**src/ccdt_pkg.sv**
```systemverilog
// ----------------------------------------------------------------------------
// ccdt_pkg
// shared widths, register indexes and fixed-point constants of the
// countercurrent distribution tube unit
// ----------------------------------------------------------------------------
`default_nettype none

package ccdt_pkg;

  // q0.32 fractions held with one integer bit, so 1.0 fits
  localparam int unsigned VAL_W   = 33;
  localparam int unsigned FRAC_W  = 32;
  localparam int unsigned HALF_W  = 16;
  localparam int unsigned BH_W    = VAL_W - HALF_W;
  localparam int unsigned MUL_W   = VAL_W + BH_W;

  // divider: 48-bit dividend, 17-bit divisor
  localparam int unsigned DIV_W   = 48;
  localparam int unsigned DEN_W   = 17;
  localparam int unsigned DCNT_W  = $clog2(DIV_W);

  // field and register widths
  localparam int unsigned COEF_W  = 16;
  localparam int unsigned CYC_W   = 7;
  localparam int unsigned NCOMP_W = 3;
  localparam int unsigned TUBE_W  = 6;
  localparam int unsigned SUM_W   = 3;
  localparam int unsigned CFG_AW  = 3;
  localparam int unsigned CFG_DW  = 16;

  // register indexes
  localparam logic [CFG_AW-1:0] REG_CYCLES        = 3'd0;
  localparam logic [CFG_AW-1:0] REG_NUM_COMPOUNDS = 3'd1;
  localparam logic [CFG_AW-1:0] REG_COEFF_A       = 3'd2;
  localparam logic [CFG_AW-1:0] REG_COEFF_B       = 3'd3;
  localparam logic [CFG_AW-1:0] REG_COEFF_C       = 3'd4;
  localparam logic [CFG_AW-1:0] REG_COEFF_D       = 3'd5;

  // reset values
  localparam logic [CYC_W-1:0]   RST_CYCLES        = 7'd10;
  localparam logic [NCOMP_W-1:0] RST_NUM_COMPOUNDS = 3'd1;
  localparam logic [COEF_W-1:0]  COEF_ONE          = 16'd256;

  // fixed-point constants
  localparam logic [VAL_W-1:0] ONE_Q32 = 33'h1_0000_0000;
  localparam logic [DIV_W-1:0] Q_NUM   = 48'h0100_0000_0000;

  typedef logic [VAL_W-1:0] val_t;

endpackage

`default_nettype wire

```
**src/ccdt_div.sv**
```systemverilog
// ----------------------------------------------------------------------------
// ccdt_div
// restoring divider, one quotient bit per cycle
// ----------------------------------------------------------------------------
`default_nettype none

module ccdt_div (
  input  wire logic                       clk_i,
  input  wire logic                       rst_ni,
  input  wire logic                       start_i,
  input  wire logic [ccdt_pkg::DIV_W-1:0] dividend_i,
  input  wire logic [ccdt_pkg::DEN_W-1:0] divisor_i,
  output logic                            done_o,
  output logic [ccdt_pkg::DIV_W-1:0]      quotient_o
);
  import ccdt_pkg::*;

  logic              busy_q, busy_d;
  logic              done_q, done_d;
  logic [DCNT_W-1:0] cnt_q, cnt_d;
  logic [DIV_W-1:0]  quo_q, quo_d;
  logic [DEN_W-1:0]  rem_q, rem_d;
  logic [DEN_W-1:0]  den_q, den_d;
  logic [DEN_W:0]    trial;
  logic [DEN_W:0]    diff;
  logic              ge;

  assign trial = {rem_q, quo_q[DIV_W-1]};
  assign ge    = trial >= {1'b0, den_q};
  assign diff  = trial - {1'b0, den_q};

  always_comb begin
    busy_d = busy_q;
    done_d = 1'b0;
    cnt_d  = cnt_q;
    quo_d  = quo_q;
    rem_d  = rem_q;
    den_d  = den_q;
    if (start_i) begin
      busy_d = 1'b1;
      cnt_d  = '0;
      quo_d  = dividend_i;
      rem_d  = '0;
      den_d  = divisor_i;
    end else if (busy_q) begin
      quo_d = {quo_q[DIV_W-2:0], ge};
      rem_d = ge ? diff[DEN_W-1:0] : trial[DEN_W-1:0];
      cnt_d = cnt_q + 1'b1;
      if (cnt_q == DCNT_W'(DIV_W - 1)) begin
        busy_d = 1'b0;
        done_d = 1'b1;
      end
    end
  end

  always_ff @(posedge clk_i or negedge rst_ni) begin
    if (!rst_ni) begin
      busy_q <= 1'b0;
      done_q <= 1'b0;
      cnt_q  <= '0;
    end else begin
      busy_q <= busy_d;
      done_q <= done_d;
      cnt_q  <= cnt_d;
    end
  end

  always_ff @(posedge clk_i) begin
    quo_q <= quo_d;
    rem_q <= rem_d;
    den_q <= den_d;
  end

  assign done_o     = done_q;
  assign quotient_o = quo_q;

endmodule

`default_nettype wire

```
**src/ccdt_mul.sv**
```systemverilog
// ----------------------------------------------------------------------------
// ccdt_mul
// q0.32 product floor(a*b/2^32) in two passes over one 33x17 multiplier
// ----------------------------------------------------------------------------
`default_nettype none

module ccdt_mul (
  input  wire logic           clk_i,
  input  wire logic           rst_ni,
  input  wire logic           start_i,
  input  wire ccdt_pkg::val_t a_i,
  input  wire ccdt_pkg::val_t b_i,
  output logic                done_o,
  output ccdt_pkg::val_t      res_o
);
  import ccdt_pkg::*;

  localparam logic [1:0] PH_IDLE = 2'd0;
  localparam logic [1:0] PH_LOW  = 2'd1;
  localparam logic [1:0] PH_HIGH = 2'd2;

  logic [1:0]        ph_q, ph_d;
  logic              done_q, done_d;
  val_t              a_q, a_d;
  logic [BH_W-1:0]   bh_q, bh_d;
  logic [HALF_W-1:0] bl_q, bl_d;
  val_t              t_q, t_d;
  val_t              res_q, res_d;
  logic [BH_W-1:0]   op;
  logic [MUL_W-1:0]  prod;
  logic [MUL_W-1:0]  acc;

  // low half of b first, then high half plus carried partial
  assign op   = (ph_q == PH_LOW) ? {1'b0, bl_q} : bh_q;
  assign prod = MUL_W'(a_q) * MUL_W'(op);
  assign acc  = prod + MUL_W'(t_q);

  always_comb begin
    ph_d   = ph_q;
    done_d = 1'b0;
    a_d    = a_q;
    bh_d   = bh_q;
    bl_d   = bl_q;
    t_d    = t_q;
    res_d  = res_q;
    unique case (ph_q)
      PH_IDLE: begin
        if (start_i) begin
          a_d  = a_i;
          bh_d = b_i[VAL_W-1:HALF_W];
          bl_d = b_i[HALF_W-1:0];
          ph_d = PH_LOW;
        end
      end
      PH_LOW: begin
        t_d  = VAL_W'(prod >> HALF_W);
        ph_d = PH_HIGH;
      end
      PH_HIGH: begin
        res_d  = VAL_W'(acc >> HALF_W);
        done_d = 1'b1;
        ph_d   = PH_IDLE;
      end
      default: ph_d = PH_IDLE;
    endcase
  end

  always_ff @(posedge clk_i or negedge rst_ni) begin
    if (!rst_ni) begin
      ph_q   <= PH_IDLE;
      done_q <= 1'b0;
    end else begin
      ph_q   <= ph_d;
      done_q <= done_d;
    end
  end

  always_ff @(posedge clk_i) begin
    a_q   <= a_d;
    bh_q  <= bh_d;
    bl_q  <= bl_d;
    t_q   <= t_d;
    res_q <= res_d;
  end

  assign done_o = done_q;
  assign res_o  = res_q;

endmodule

`default_nettype wire

```
**src/countercurrent_distribution_tube_unit.sv**
```systemverilog
// ----------------------------------------------------------------------------
// countercurrent_distribution_tube_unit
// rounded countercurrent distribution content of one tube, summed over
// up to four compounds
// ----------------------------------------------------------------------------
// one word in gives one word out. for each configured compound the unit
// divides out p = K/(K+1) and q = 1/(K+1) in q0.32 on a bit-serial divider
// (48 quotient bits each), then steps the tube vector through cycles 1..n
// (n = cycle register minus one) in a tube memory, each tube update above
// tube 0 taking two passes through the shared two-pass multiplier and tube 0
// one; the compound adds 1 when its tube holds at least one half. words
// where the cycle register is 0, the tube lies beyond the last cycle or no
// compound is configured skip the arithmetic and finish with a sum of 0.
// the unit takes one word at a time; a finished result waits in the output
// register while the next word is taken. no clearing pass is needed after
// reset.
// ----------------------------------------------------------------------------
`default_nettype none

module countercurrent_distribution_tube_unit #(
  parameter int unsigned MAX_TUBES     = 64,
  parameter int unsigned MAX_COMPOUNDS = 4
) (
  input  wire logic                        clk_i,
  input  wire logic                        rst_ni,
  // configuration write port
  input  wire logic                        cfg_we_i,
  input  wire logic [ccdt_pkg::CFG_AW-1:0] cfg_addr_i,
  input  wire logic [ccdt_pkg::CFG_DW-1:0] cfg_wdata_i,
  // input words
  input  wire logic                        s_axis_tvalid_i,
  output logic                             s_axis_tready_o,
  input  wire logic [7:0]                  s_axis_tdata_i,  // tube_number[5:0]
  // result words
  output logic                             m_axis_tvalid_o,
  input  wire logic                        m_axis_tready_i,
  output logic [15:0]                      m_axis_tdata_o   // tube_echo[5:0], rounded_sum[8:6]
);
  import ccdt_pkg::*;

  localparam int unsigned AW = (MAX_TUBES > 1) ? $clog2(MAX_TUBES) : 1;
  localparam logic [8:0]         TUBE_LIM = 9'(MAX_TUBES);
  localparam logic [NCOMP_W-1:0] COMP_LIM = NCOMP_W'(MAX_COMPOUNDS);

  // sequencer states
  localparam logic [3:0] ST_IDLE    = 4'd0;
  localparam logic [3:0] ST_PDIV_GO = 4'd1;
  localparam logic [3:0] ST_PDIV_WT = 4'd2;
  localparam logic [3:0] ST_QDIV_GO = 4'd3;
  localparam logic [3:0] ST_QDIV_WT = 4'd4;
  localparam logic [3:0] ST_INIT    = 4'd5;
  localparam logic [3:0] ST_CYC     = 4'd6;
  localparam logic [3:0] ST_CUR     = 4'd7;
  localparam logic [3:0] ST_LOOP    = 4'd8;
  localparam logic [3:0] ST_MQ      = 4'd9;
  localparam logic [3:0] ST_MP      = 4'd10;
  localparam logic [3:0] ST_RD      = 4'd11;
  localparam logic [3:0] ST_ACC     = 4'd12;
  localparam logic [3:0] ST_FIN     = 4'd13;

  // configuration registers
  logic [CYC_W-1:0]   cyc_total_q;
  logic [NCOMP_W-1:0] num_compounds_q;
  logic [COEF_W-1:0]  coeff_q [4];

  always_ff @(posedge clk_i or negedge rst_ni) begin
    if (!rst_ni) begin
      cyc_total_q     <= RST_CYCLES;
      num_compounds_q <= RST_NUM_COMPOUNDS;
      coeff_q[0]      <= COEF_ONE;
      coeff_q[1]      <= COEF_ONE;
      coeff_q[2]      <= COEF_ONE;
      coeff_q[3]      <= COEF_ONE;
    end else if (cfg_we_i) begin
      unique case (cfg_addr_i)
        REG_CYCLES:        cyc_total_q     <= cfg_wdata_i[CYC_W-1:0];
        REG_NUM_COMPOUNDS: num_compounds_q <= cfg_wdata_i[NCOMP_W-1:0];
        REG_COEFF_A:       coeff_q[0]      <= cfg_wdata_i;
        REG_COEFF_B:       coeff_q[1]      <= cfg_wdata_i;
        REG_COEFF_C:       coeff_q[2]      <= cfg_wdata_i;
        REG_COEFF_D:       coeff_q[3]      <= cfg_wdata_i;
        default: ;
      endcase
    end
  end

  // sequencer state and working registers
  logic [3:0]         state_q, state_d;
  logic [TUBE_W-1:0]  tube_q, tube_d;
  logic [CYC_W-1:0]   n_q, n_d;          // last cycle index
  logic [CYC_W-1:0]   c_q, c_d;          // current cycle
  logic [NCOMP_W-1:0] count_q, count_d;  // compounds to sum
  logic [NCOMP_W-1:0] comp_q, comp_d;    // current compound
  logic [SUM_W-1:0]   sum_q, sum_d;
  logic [AW-1:0]      j_q, j_d;          // tube being updated
  val_t               p_q, p_d;
  val_t               q_q, q_d;
  val_t               cur_q, cur_d;      // old v[j]
  val_t               prev_q, prev_d;    // old v[j-1]
  val_t               acc_q, acc_d;      // v[j]*q partial

  // output register
  logic               m_valid_q, m_valid_d;
  logic [TUBE_W-1:0]  out_tube_q, out_tube_d;
  logic [SUM_W-1:0]   out_sum_q, out_sum_d;

  // tube memory
  val_t               tube_mem [MAX_TUBES];
  logic               mem_we;
  logic               mem_re;
  logic [AW-1:0]      mem_waddr;
  logic [AW-1:0]      mem_raddr;
  val_t               mem_wdata;
  val_t               mem_rdata_q;

  always_ff @(posedge clk_i) begin
    if (mem_we) begin
      tube_mem[mem_waddr] <= mem_wdata;
    end
    if (mem_re) begin
      mem_rdata_q <= tube_mem[mem_raddr];
    end
  end

  // shared divider and multiplier
  logic                div_start;
  logic                div_done;
  logic [DIV_W-1:0]    div_dividend;
  logic [DEN_W-1:0]    div_divisor;
  logic [DIV_W-1:0]    div_quo;
  logic                mul_start;
  logic                mul_done;
  val_t                mul_a;
  val_t                mul_b;
  val_t                mul_res;
  logic [COEF_W-1:0]   coef_sel;

  assign coef_sel     = coeff_q[comp_q[1:0]];
  assign div_divisor  = DEN_W'(coef_sel) + DEN_W'(COEF_ONE);
  assign div_dividend = (state_q == ST_PDIV_GO) ? {coef_sel, {FRAC_W{1'b0}}} : Q_NUM;
  assign mul_a        = (state_q == ST_MQ) ? mem_rdata_q : cur_q;
  assign mul_b        = (state_q == ST_MQ) ? p_q : q_q;

  ccdt_div u_div (
    .clk_i      (clk_i),
    .rst_ni     (rst_ni),
    .start_i    (div_start),
    .dividend_i (div_dividend),
    .divisor_i  (div_divisor),
    .done_o     (div_done),
    .quotient_o (div_quo)
  );

  ccdt_mul u_mul (
    .clk_i   (clk_i),
    .rst_ni  (rst_ni),
    .start_i (mul_start),
    .a_i     (mul_a),
    .b_i     (mul_b),
    .done_o  (mul_done),
    .res_o   (mul_res)
  );

  // helpers for the accept decision
  logic               in_take;
  logic [TUBE_W-1:0]  in_tube;
  logic [NCOMP_W-1:0] in_count;
  logic               in_empty;
  logic               out_load;

  assign s_axis_tready_o = (state_q == ST_IDLE);
  assign in_take  = s_axis_tvalid_i && s_axis_tready_o;
  assign in_tube  = s_axis_tdata_i[TUBE_W-1:0];
  assign in_count = (num_compounds_q > COMP_LIM) ? COMP_LIM : num_compounds_q;
  // no cycles, no compounds, tube past storage or past the last cycle
  assign in_empty = (cyc_total_q == '0) || (in_count == '0)
                 || ({3'b000, in_tube} >= TUBE_LIM)
                 || ({1'b0, in_tube} >= cyc_total_q);

  always_comb begin
    state_d   = state_q;
    tube_d    = tube_q;
    n_d       = n_q;
    c_d       = c_q;
    count_d   = count_q;
    comp_d    = comp_q;
    sum_d     = sum_q;
    j_d       = j_q;
    p_d       = p_q;
    q_d       = q_q;
    cur_d     = cur_q;
    prev_d    = prev_q;
    acc_d     = acc_q;
    mem_we    = 1'b0;
    mem_re    = 1'b0;
    mem_waddr = j_q;
    mem_raddr = j_q;
    mem_wdata = mul_res;
    div_start = 1'b0;
    mul_start = 1'b0;
    out_load  = 1'b0;

    unique case (state_q)
      ST_IDLE: begin
        if (in_take) begin
          tube_d  = in_tube;
          n_d     = cyc_total_q - 1'b1;
          count_d = in_count;
          comp_d  = '0;
          sum_d   = '0;
          state_d = in_empty ? ST_FIN : ST_PDIV_GO;
        end
      end
      ST_PDIV_GO: begin
        div_start = 1'b1;
        state_d   = ST_PDIV_WT;
      end
      ST_PDIV_WT: begin
        if (div_done) begin
          p_d     = VAL_W'(div_quo);
          state_d = ST_QDIV_GO;
        end
      end
      ST_QDIV_GO: begin
        div_start = 1'b1;
        state_d   = ST_QDIV_WT;
      end
      ST_QDIV_WT: begin
        if (div_done) begin
          q_d     = VAL_W'(div_quo);
          state_d = ST_INIT;
        end
      end
      ST_INIT: begin
        // cycle 0: all of the compound sits in tube 0
        mem_we    = 1'b1;
        mem_waddr = '0;
        mem_wdata = ONE_Q32;
        c_d       = CYC_W'(1);
        state_d   = ST_CYC;
      end
      ST_CYC: begin
        if (c_q > n_q) begin
          state_d = ST_RD;
        end else if (c_q <= {1'b0, tube_q}) begin
          // top tube of this cycle was empty before it
          cur_d   = '0;
          j_d     = AW'(c_q);
          state_d = ST_LOOP;
        end else begin
          mem_re    = 1'b1;
          mem_raddr = AW'(tube_q);
          j_d       = AW'(tube_q);
          state_d   = ST_CUR;
        end
      end
      ST_CUR: begin
        cur_d   = mem_rdata_q;
        state_d = ST_LOOP;
      end
      ST_LOOP: begin
        // v[j]*q first, fetch v[j-1] meanwhile
        mul_start = 1'b1;
        if (j_q != '0) begin
          mem_re    = 1'b1;
          mem_raddr = j_q - 1'b1;
        end
        state_d = ST_MQ;
      end
      ST_MQ: begin
        if (mul_done) begin
          if (j_q == '0) begin
            mem_we    = 1'b1;
            mem_waddr = '0;
            mem_wdata = mul_res;
            c_d       = c_q + 1'b1;
            state_d   = ST_CYC;
          end else begin
            acc_d     = mul_res;
            prev_d    = mem_rdata_q;
            mul_start = 1'b1;
            state_d   = ST_MP;
          end
        end
      end
      ST_MP: begin
        if (mul_done) begin
          mem_we    = 1'b1;
          mem_waddr = j_q;
          mem_wdata = acc_q + mul_res;
          cur_d     = prev_q;
          j_d       = j_q - 1'b1;
          state_d   = ST_LOOP;
        end
      end
      ST_RD: begin
        mem_re    = 1'b1;
        mem_raddr = AW'(tube_q);
        state_d   = ST_ACC;
      end
      ST_ACC: begin
        // round half up: at least 2^31
        sum_d  = sum_q + SUM_W'(mem_rdata_q[VAL_W-1] | mem_rdata_q[VAL_W-2]);
        comp_d = comp_q + 1'b1;
        state_d = (comp_d == count_q) ? ST_FIN : ST_PDIV_GO;
      end
      ST_FIN: begin
        if (!m_valid_q || m_axis_tready_i) begin
          out_load = 1'b1;
          state_d  = ST_IDLE;
        end
      end
      default: state_d = ST_IDLE;
    endcase
  end

  always_comb begin
    m_valid_d  = m_valid_q && !m_axis_tready_i;
    out_tube_d = out_tube_q;
    out_sum_d  = out_sum_q;
    if (out_load) begin
      m_valid_d  = 1'b1;
      out_tube_d = tube_q;
      out_sum_d  = sum_q;
    end
  end

  always_ff @(posedge clk_i or negedge rst_ni) begin
    if (!rst_ni) begin
      state_q   <= ST_IDLE;
      m_valid_q <= 1'b0;
      comp_q    <= '0;
      count_q   <= '0;
      c_q       <= '0;
      j_q       <= '0;
    end else begin
      state_q   <= state_d;
      m_valid_q <= m_valid_d;
      comp_q    <= comp_d;
      count_q   <= count_d;
      c_q       <= c_d;
      j_q       <= j_d;
    end
  end

  always_ff @(posedge clk_i) begin
    tube_q     <= tube_d;
    n_q        <= n_d;
    sum_q      <= sum_d;
    p_q        <= p_d;
    q_q        <= q_d;
    cur_q      <= cur_d;
    prev_q     <= prev_d;
    acc_q      <= acc_d;
    out_tube_q <= out_tube_d;
    out_sum_q  <= out_sum_d;
  end

  assign m_axis_tvalid_o = m_valid_q;
  assign m_axis_tdata_o  = {7'b0000000, out_sum_q, out_tube_q};

  // busy for the whole item once a word is taken
  a_busy_after_take: assert property (@(posedge clk_i) disable iff (!rst_ni)
    (s_axis_tvalid_i && s_axis_tready_o) |=> !s_axis_tready_o)
    else $error("ready raised right after a word was taken");

  // a compound is only counted while compounds remain
  a_comp_range: assert property (@(posedge clk_i) disable iff (!rst_ni)
    (state_q == ST_ACC) |-> (comp_q < count_q))
    else $error("compound index past configured count");

  // the tube update never writes above the tube asked for
  a_write_range: assert property (@(posedge clk_i) disable iff (!rst_ni)
    mem_we |-> ({{(9 - AW){1'b0}}, mem_waddr} <= {3'b000, tube_q}))
    else $error("tube memory written above requested tube");

  // a result never counts more than the compounds summed
  a_sum_bound: assert property (@(posedge clk_i) disable iff (!rst_ni)
    out_load |-> (sum_q <= count_q))
    else $error("rounded sum exceeds compound count");

endmodule

`default_nettype wire

```
**config.mk**
```make
export PLATFORM = sky130hd
export DESIGN_NAME = countercurrent_distribution_tube_unit
export DESIGN_NICKNAME = d
export VERILOG_FILES = /design/src/ccdt_pkg.sv /design/src/ccdt_div.sv /design/src/ccdt_mul.sv /design/src/countercurrent_distribution_tube_unit.sv
export SDC_FILE = /design/constraint.sdc
export NUM_CORES = 2
export LEC_CHECK = 0
export ABC_AREA = 1
export BUFFER_PORTS_ARGS = -buffer_cell sky130_fd_sc_hd__buf_2
export CORE_UTILIZATION = 30
export DETAILED_ROUTE_END_ITERATION = 10
export GPL_TIMING_DRIVEN = 0
export HOLD_SLACK_MARGIN = 0.03
export MAX_ROUTING_LAYER = met4
export SLEW_MARGIN = 25
export SYNTH_ARGS = -nofsm -noshare
export SYNTH_HDL_FRONTEND = slang
export SYNTH_SLANG_ARGS = --single-unit
```
**constraint.sdc**
```tcl
create_clock -name clk_i -period 9.45 [get_ports clk_i]
set_input_delay 1.89 -clock clk_i [delete_from_list [all_inputs] [get_ports clk_i]]
set_output_delay 1.89 -clock clk_i [all_outputs]
set_load 0.02 [all_outputs]
```
* Word level (Yosys, flattened, before mapping)
Memory sizes are Yosys's and may differ from the RTL's. A register that Yosys moved wholly into a read port is not among the register bits.
Index checks and enable logic that the tools add are counted.
** Storage, ports and cells
- Register bits :: 513
- RAM bits :: 2112
- Output and inout port bits :: 18
- Memories kept :: 1
** Operators by class
- Add/subtract/negate cells :: 10
- Multiply operators :: 1
- $lt $le $gt $ge :: 6
- Eq/ne operators :: 32
- Mux-type cells :: 74
- Bitwise gates (word level) :: 3
- Reduce and logical (&&, ||, !) cells :: 36
** Memory list
- tube_mem :: words 64, bits a word 33, rd ports 1, clocked after memory_dff 1, write ports 1, line countercurrent_distribution_tube_unit.sv:108 : val_t tube_mem [MAX_TUBES];
** Operators by type and width (number)
- 33-bit 2-to-1 mux :: 6
- 48-bit 2-to-1 mux :: 3
- 33-bit one-hot mux with 3 select lines :: 1
- 33-bit one-hot mux with 2 select lines :: 1
- 6-bit 2-to-1 mux :: 10
- 4-bit one-hot mux with 14 select lines :: 1
- 49-bit by 33-bit adder with 49-bit output :: 1
- 33-bit by 17-bit multiplier with 49-bit output :: 1
- 4-bit 2-to-1 mux :: 11
- 17-bit 2-to-1 mux :: 2
- 33-bit adder :: 1
- 16-bit binary-select mux with 2-bit select :: 1
- 16-bit 2-to-1 mux :: 2
- 4-bit equality test (second input constant) :: 6
- 6-bit one-hot mux with 2 select lines :: 2
- 2-bit AND reduction :: 11
- 1-bit 2-to-1 mux :: 21
- 18-bit by 17-bit greater-or-equal comparator with 1-bit output :: 1
- 6-bit one-hot mux with 3 select lines :: 1
- 16-bit by 9-bit adder with 17-bit output (second input constant) :: 1
- 17-bit subtractor :: 1
- 4-bit by 3-bit equality test with 1-bit output (second input constant) :: 4
- 7-bit 2-to-1 mux :: 2
- 7-bit one-hot mux with 2 select lines :: 1
- other kinds (46) :: 70

* Logic depth before layout (Yosys ltp)
- Depth after elaboration :: 8
- Depth in mapped cells :: 47
- Mapped depth without buffers :: 45

* Cells and area by module
From an unflattened synthesis, not the netlist that was laid out.
** Unflattened totals
- Cell total of the unflattened synthesis :: 13303
- Area, all modules :: 135575.0 um^2
** By module, submodules not included
- countercurrent_distribution_tube_unit :: times used 1, cells each 9631, area an instance 105598.8 um^2
- ccdt_mul :: times used 1, cells each 3049, area an instance 25026.5 um^2
- ccdt_div :: times used 1, cells each 623, area an instance 4949.7 um^2

* Worst setup path before layout
Ideal clock, no wire load.
- Kind :: flip-flop to flip-flop
- From :: reg u_mul.ph_q[0]
- To :: reg u_mul.res_q[28], in the netlist u_mul.res_o[28], data pin
- Setup time :: 249 ps
- Arrival time :: 8761 ps
- Required time :: 9201 ps
- Setup slack :: 440 ps
- Stages on the path, launching flop included :: 43
- Buffers on the path :: 2
- Clock period less this slack :: 9010 ps
- Cell sequence :: dfrtp_1 -> inv_1 -> nor2_1 -> clkbuf_1 -> or2_2 -> o21ai_1 -> clkinv_1 -> clkbuf_1 -> nand2_1 -> fa_1 -> inv_1 -> fa_1 -> inv_1 -> fa_1 -> inv_1 -> fa_1 -> fa_1 -> inv_1 -> (+7 left out) -> o21bai_1 -> a21oi_1 -> xor2_1 -> ha_1 -> a21oi_1 -> nor2_1 -> a211oi_1 -> o21ai_0 -> a21oi_1 -> nand2_1 -> a31oi_1 -> nor2_1 -> nand2_1 -> nor2_1 -> nand2_1 -> nand2_1 -> nand2_1 -> inv_1
** On the way
- Longest elaborated chain between the ends :: 4
** Ends and longest elaborated chain
- start, declared :: line ccdt_mul.sv:22 : logic [1:0] ph_q, ph_d;
- start signal, assigned :: line ccdt_mul.sv:73 : ph_q <= ph_d;
- 2-bit by 1-bit equality test with 1-bit output :: line ccdt_mul.sv:34 : assign op = (ph_q == PH_LOW) ? {1'b0, bl_q} : bh_q;
- 17-bit 2-to-1 mux :: line ccdt_mul.sv:34
- 33-bit by 17-bit multiplier with 49-bit output :: line ccdt_mul.sv:35 : assign prod = MUL_W'(a_q) * MUL_W'(op);
- via u_mul.prod[30] :: line ccdt_mul.sv:30 : logic [MUL_W-1:0] prod;
- 49-bit by 33-bit adder with 49-bit output :: line ccdt_mul.sv:36 : assign acc = prod + MUL_W'(t_q);
- via u_mul.acc[44] :: line ccdt_mul.sv:31 : logic [MUL_W-1:0] acc;
- end signal, assigned :: line ccdt_mul.sv:83 : res_q <= res_d;
- end, declared :: line ccdt_mul.sv:28 : val_t res_q, res_d;
The timed path passes the listed nets, and every way through them passes these cells.
A chain may end at the register's enable or synchronous reset.

* Final worst setup path
- From :: reg u_mul.ph_q[1]
- To :: reg u_mul.res_q[31], in the netlist u_mul.res_o[31], data pin
Same word-level chain as after synthesis.

==> flow_summary.yaml <==
synth:
  yosysSeqAreaShare_pct: 56.9
  async_reset_ff_share_pct: 4.10
  synth.distinct_cells: 66
  synthCells: 14000
  syn_area_um2: 139000
  ys_warn_count: 0
  synth-seq-cells: 2658
  synth-edff-count: 2532
  synth-main-ff-cell: "edfxtp_1"
  syn_avg_cell_area_um2: 9.92
cts:
  cts_made_buffers: 296
  root_buffer: "clkbuf_16"
  cts.sinks: 2658
  clk_pin_slew_ns: 0.06
  h-tree-depth: 5
  clockBufferDepth: 4
  clk_latency_ns: 0.95
  cts_tree: "built"
  ctsHoldBuffers: 0
layout:
  layout.nets: 15300
  fin_util_pct: 35.5
  area_delta_synth_final_pct: 17.5
  fill_cells: 45600
  layout-drive-gt1-share_pct: 8.51
  design_area_um2: 163000
sta:
  whs_ns: 0.454
  max_freq_mhz: 109
  setup_viol: 0
  tightest_slew_ns: 1.14
  fin_crit_sh_pct: 97.3
  relSlewSlack_pct: 24.0
  hold_viol: 0
  finalCriticalPeriod_ns: 9.19
  fin_worst_skew_ns: 0.0668
  finalMaxSlewViolations: 0
critical_path:
  worstSetupPathType: "flip-flop to flip-flop"
  reg2reg_slack_ns: 0.26
  r2r_cells: 39
  worst_setup_path_end_kind: "flip-flop"
  critPathMaxStageDelay_ns: 0.52
  worstSetupStartpointType: "flip-flop"
  slowest_stage: "fa_2"
  worstSetupStartpoint: "u_mul.ph_q[1]"
  rr_endpoint: "u_mul.res_o[31]"
  crit_top_cell: "inv_1"
  cp_data_required_time_ns: 10.12
  r2r_start: "u_mul.ph_q[1]"
  crit_family: "adder cells"
  critPathBufInv: 10
  worstPathArrival_ns: 9.86
  worstPathMaxFanout: 10
floorplan:
  die-height_um: 683
  initial_core_util_pct: 30.2
  dieArea_um2: 466000
  row_count: 249
  die_w_um: 683
  io_pins: 50
  core_um2: 461000
detailed_routing:
  first_iter_violations: 13600
  via_per_inst: 5.10
  totalWireLength_um: 494000
  firstDrtPassIters: 9
  avgRoutedWirePerCell_um: 23.5
  vias: 107000
  detail_route.drc_violations: 0
  ant_nets: 0
min_path:
  hold_end: "prev_q[5]"
  hold-path-cell-count: 0
  hp-class: "flip-flop to flip-flop"
  min_from: "mem_rdata_q[5]"
flow_run:
  maxCapViolCount: 0
global_route:
  grt_pass1_vias: 101000
  grt_pass1_wl_um: 703000
  grt_remaining_overflow: 0
  antenna_found_initial: 17
  grt_start_max_net_pins: 77
  gr-usage-all-layers_pct: 21.2
placement:
  place.port_buffers: 40
  gp_congestion: 0.985
  dp_hpwl_um: 367000
  dpl_cell_area_um2: 153000
run_status:
  run_status: "finished, final reports clean"
[logic make-up (layout without fill, tap and decap cells)]
logic type	count (synthesis)	count (layout)	synth area share [%]
xor+xnor	117	117	0.747
simple gates	5936	5936	19.8
fa+ha+maj	694	694	8.75
buf+inv	3844	4650	10.7
other cells	1	18	0.00270
mux	1	1	0.00809
compound gates	776	776	3.10
flops	2658	2658	56.9
[registers in the layout, summed over array words and instances, names as in the netlist, 17 cells and up]
| name | flops |
|---|---|
| tube_mem | 2112 |
| coeff_q | 64 |
| u_div.quotient_o | 48 |
| acc_q | 33 |
| cur_q | 33 |
| mem_rdata_q | 33 |
| p_q | 33 |
| prev_q | 33 |
| q_q | 33 |
| u_mul.a_q | 33 |
| u_mul.res_o | 33 |
| u_mul.t_q | 33 |
| u_div.den_q | 17 |
| u_div.rem_q | 17 |
| u_mul.bh_q | 17 |
[cell type report]
type                       instances  area (um^2)  area share (%)
multi-input combinational       7531        46400            28.4
inverter                        3013        11300            6.93
antenna                           11         27.5          0.0168
tap                             6149         7690            4.71
sequential                      2658        79100            48.4
buffer                           831         3670            2.24
clock inverter                   184         1780            1.09
timing repair buffer             273         5650            3.46
clock buffer                     349         7750            4.74
[worst max path at each step]
stage	endpoint	slack, ns	depth (start not counted)
after global placement	tube_mem[6][14]	-4.29	8
after CTS	u_mul.res_o[28]	0.03	37
after detailed placement	u_mul.res_o[31]	-1.23	39
final	u_mul.res_o[31]	0.26	39
after floorplan	u_mul.res_o[28]	0.44	42
after global routing	u_mul.res_o[31]	-0.04	40
[worst register-to-register path: cells and delay by family (launching register included)]
kind / cells / cell delay [ns]
adder cells (fa/ha/maj): 8 / 3.69
AO/OA/AOI/OAI: 7 / 1.43
AND/OR/NAND/NOR: 13 / 1.83
flip-flops: 1 / 0.41
buffers and inverters: 10 / 1.40
XOR/XNOR: 1 / 0.18
[per-layer routing]
layer,up-vias,track usage [%],wire length [um]
met5,-,-,0
met4,0,10.5,28900
met3,1197,4.12,52700
met2,5983,31.9,218000
met1,52100,27.3,194000
li1,47800,-,-
[synthesized netlist by cell type (all sizes together), types with 6 or more instances]
library cell / number / area, um^2
xnor2: 41 / 359
nand2: 2244 / 8450
a32o: 6 / 60.1
o21bai: 12 / 90.1
ha: 229 / 2870
fa: 465 / 9310
dfrtp: 102 / 2550
xor2: 76 / 681
nor2: 538 / 2030
o31ai: 7 / 52.6
a21oi: 210 / 1060
clkbuf: 464 / 1740
inv: 3001 / 11300
a22o: 15 / 131
edfxtp: 2532 / 76000
nand3: 2074 / 10400
buf: 367 / 1810
a21boi: 17 / 128
o22ai: 17 / 106
nand4: 1011 / 6320
o211ai: 15 / 118
a21o: 14 / 105
nor3: 34 / 170
dfxtp: 17 / 340
o21ai: 414 / 2080
or2: 17 / 106
dfstp: 7 / 184
o21a: 10 / 75.1
a31oi: 15 / 93.8
clkinv: 12 / 45.0
[placed cells by master (no fill, tap or decap), drive strengths merged, types with 4 or more instances in the layout]
cell type     n
ha          229
dfrtp       102
nand2      2244
bufinv       27
o21bai       12
o22ai        17
buf         650
inv        3017
nand4      1011
xnor2        41
nor2        538
clkinv      141
dfxtp        17
a21oi       210
or2          17
o21a         10
a211oi        5
conb          7
edfxtp     2532
nand3      2074
o221ai        5
o211ai       15
dfstp         7
nor3         34
a21o         14
xor2         76
a31oi        15
fa          465
and3          5
clkinvlp     12
a21boi       17
o31ai         7
nand3b        4
clkbuf      803
diode        11
a32o          6
o21ai       414
a22o         15
[what timing repair did]
| action | 4_1_cts | 5_1_grt |
|---|---|---|
| setup endpoints to repair | 29 | 17 |
| cloned | 0 | 1 |
| gates resized for setup | 68 | 85 |
| pin swaps | 3 | 7 |
| buffers inserted | 3 | 8 |
[through the flow]
stage,cells,setup slack [ns],TNS [ns]
5_1_grt,21000,-0.0396,-0.0396
4_1_cts,21000,0.0259,0
2_1_floorplan,14000,0.440,0
3_3_place_gp,20200,-4.29,-2436.10
3_5_place_dp,20400,-1.23,-21.17
6_report,21000,0.260,0
Power is left out: the tool's default activity adds up to more than one toggle a clock period on the data nets, which glitch-free logic cannot reach.
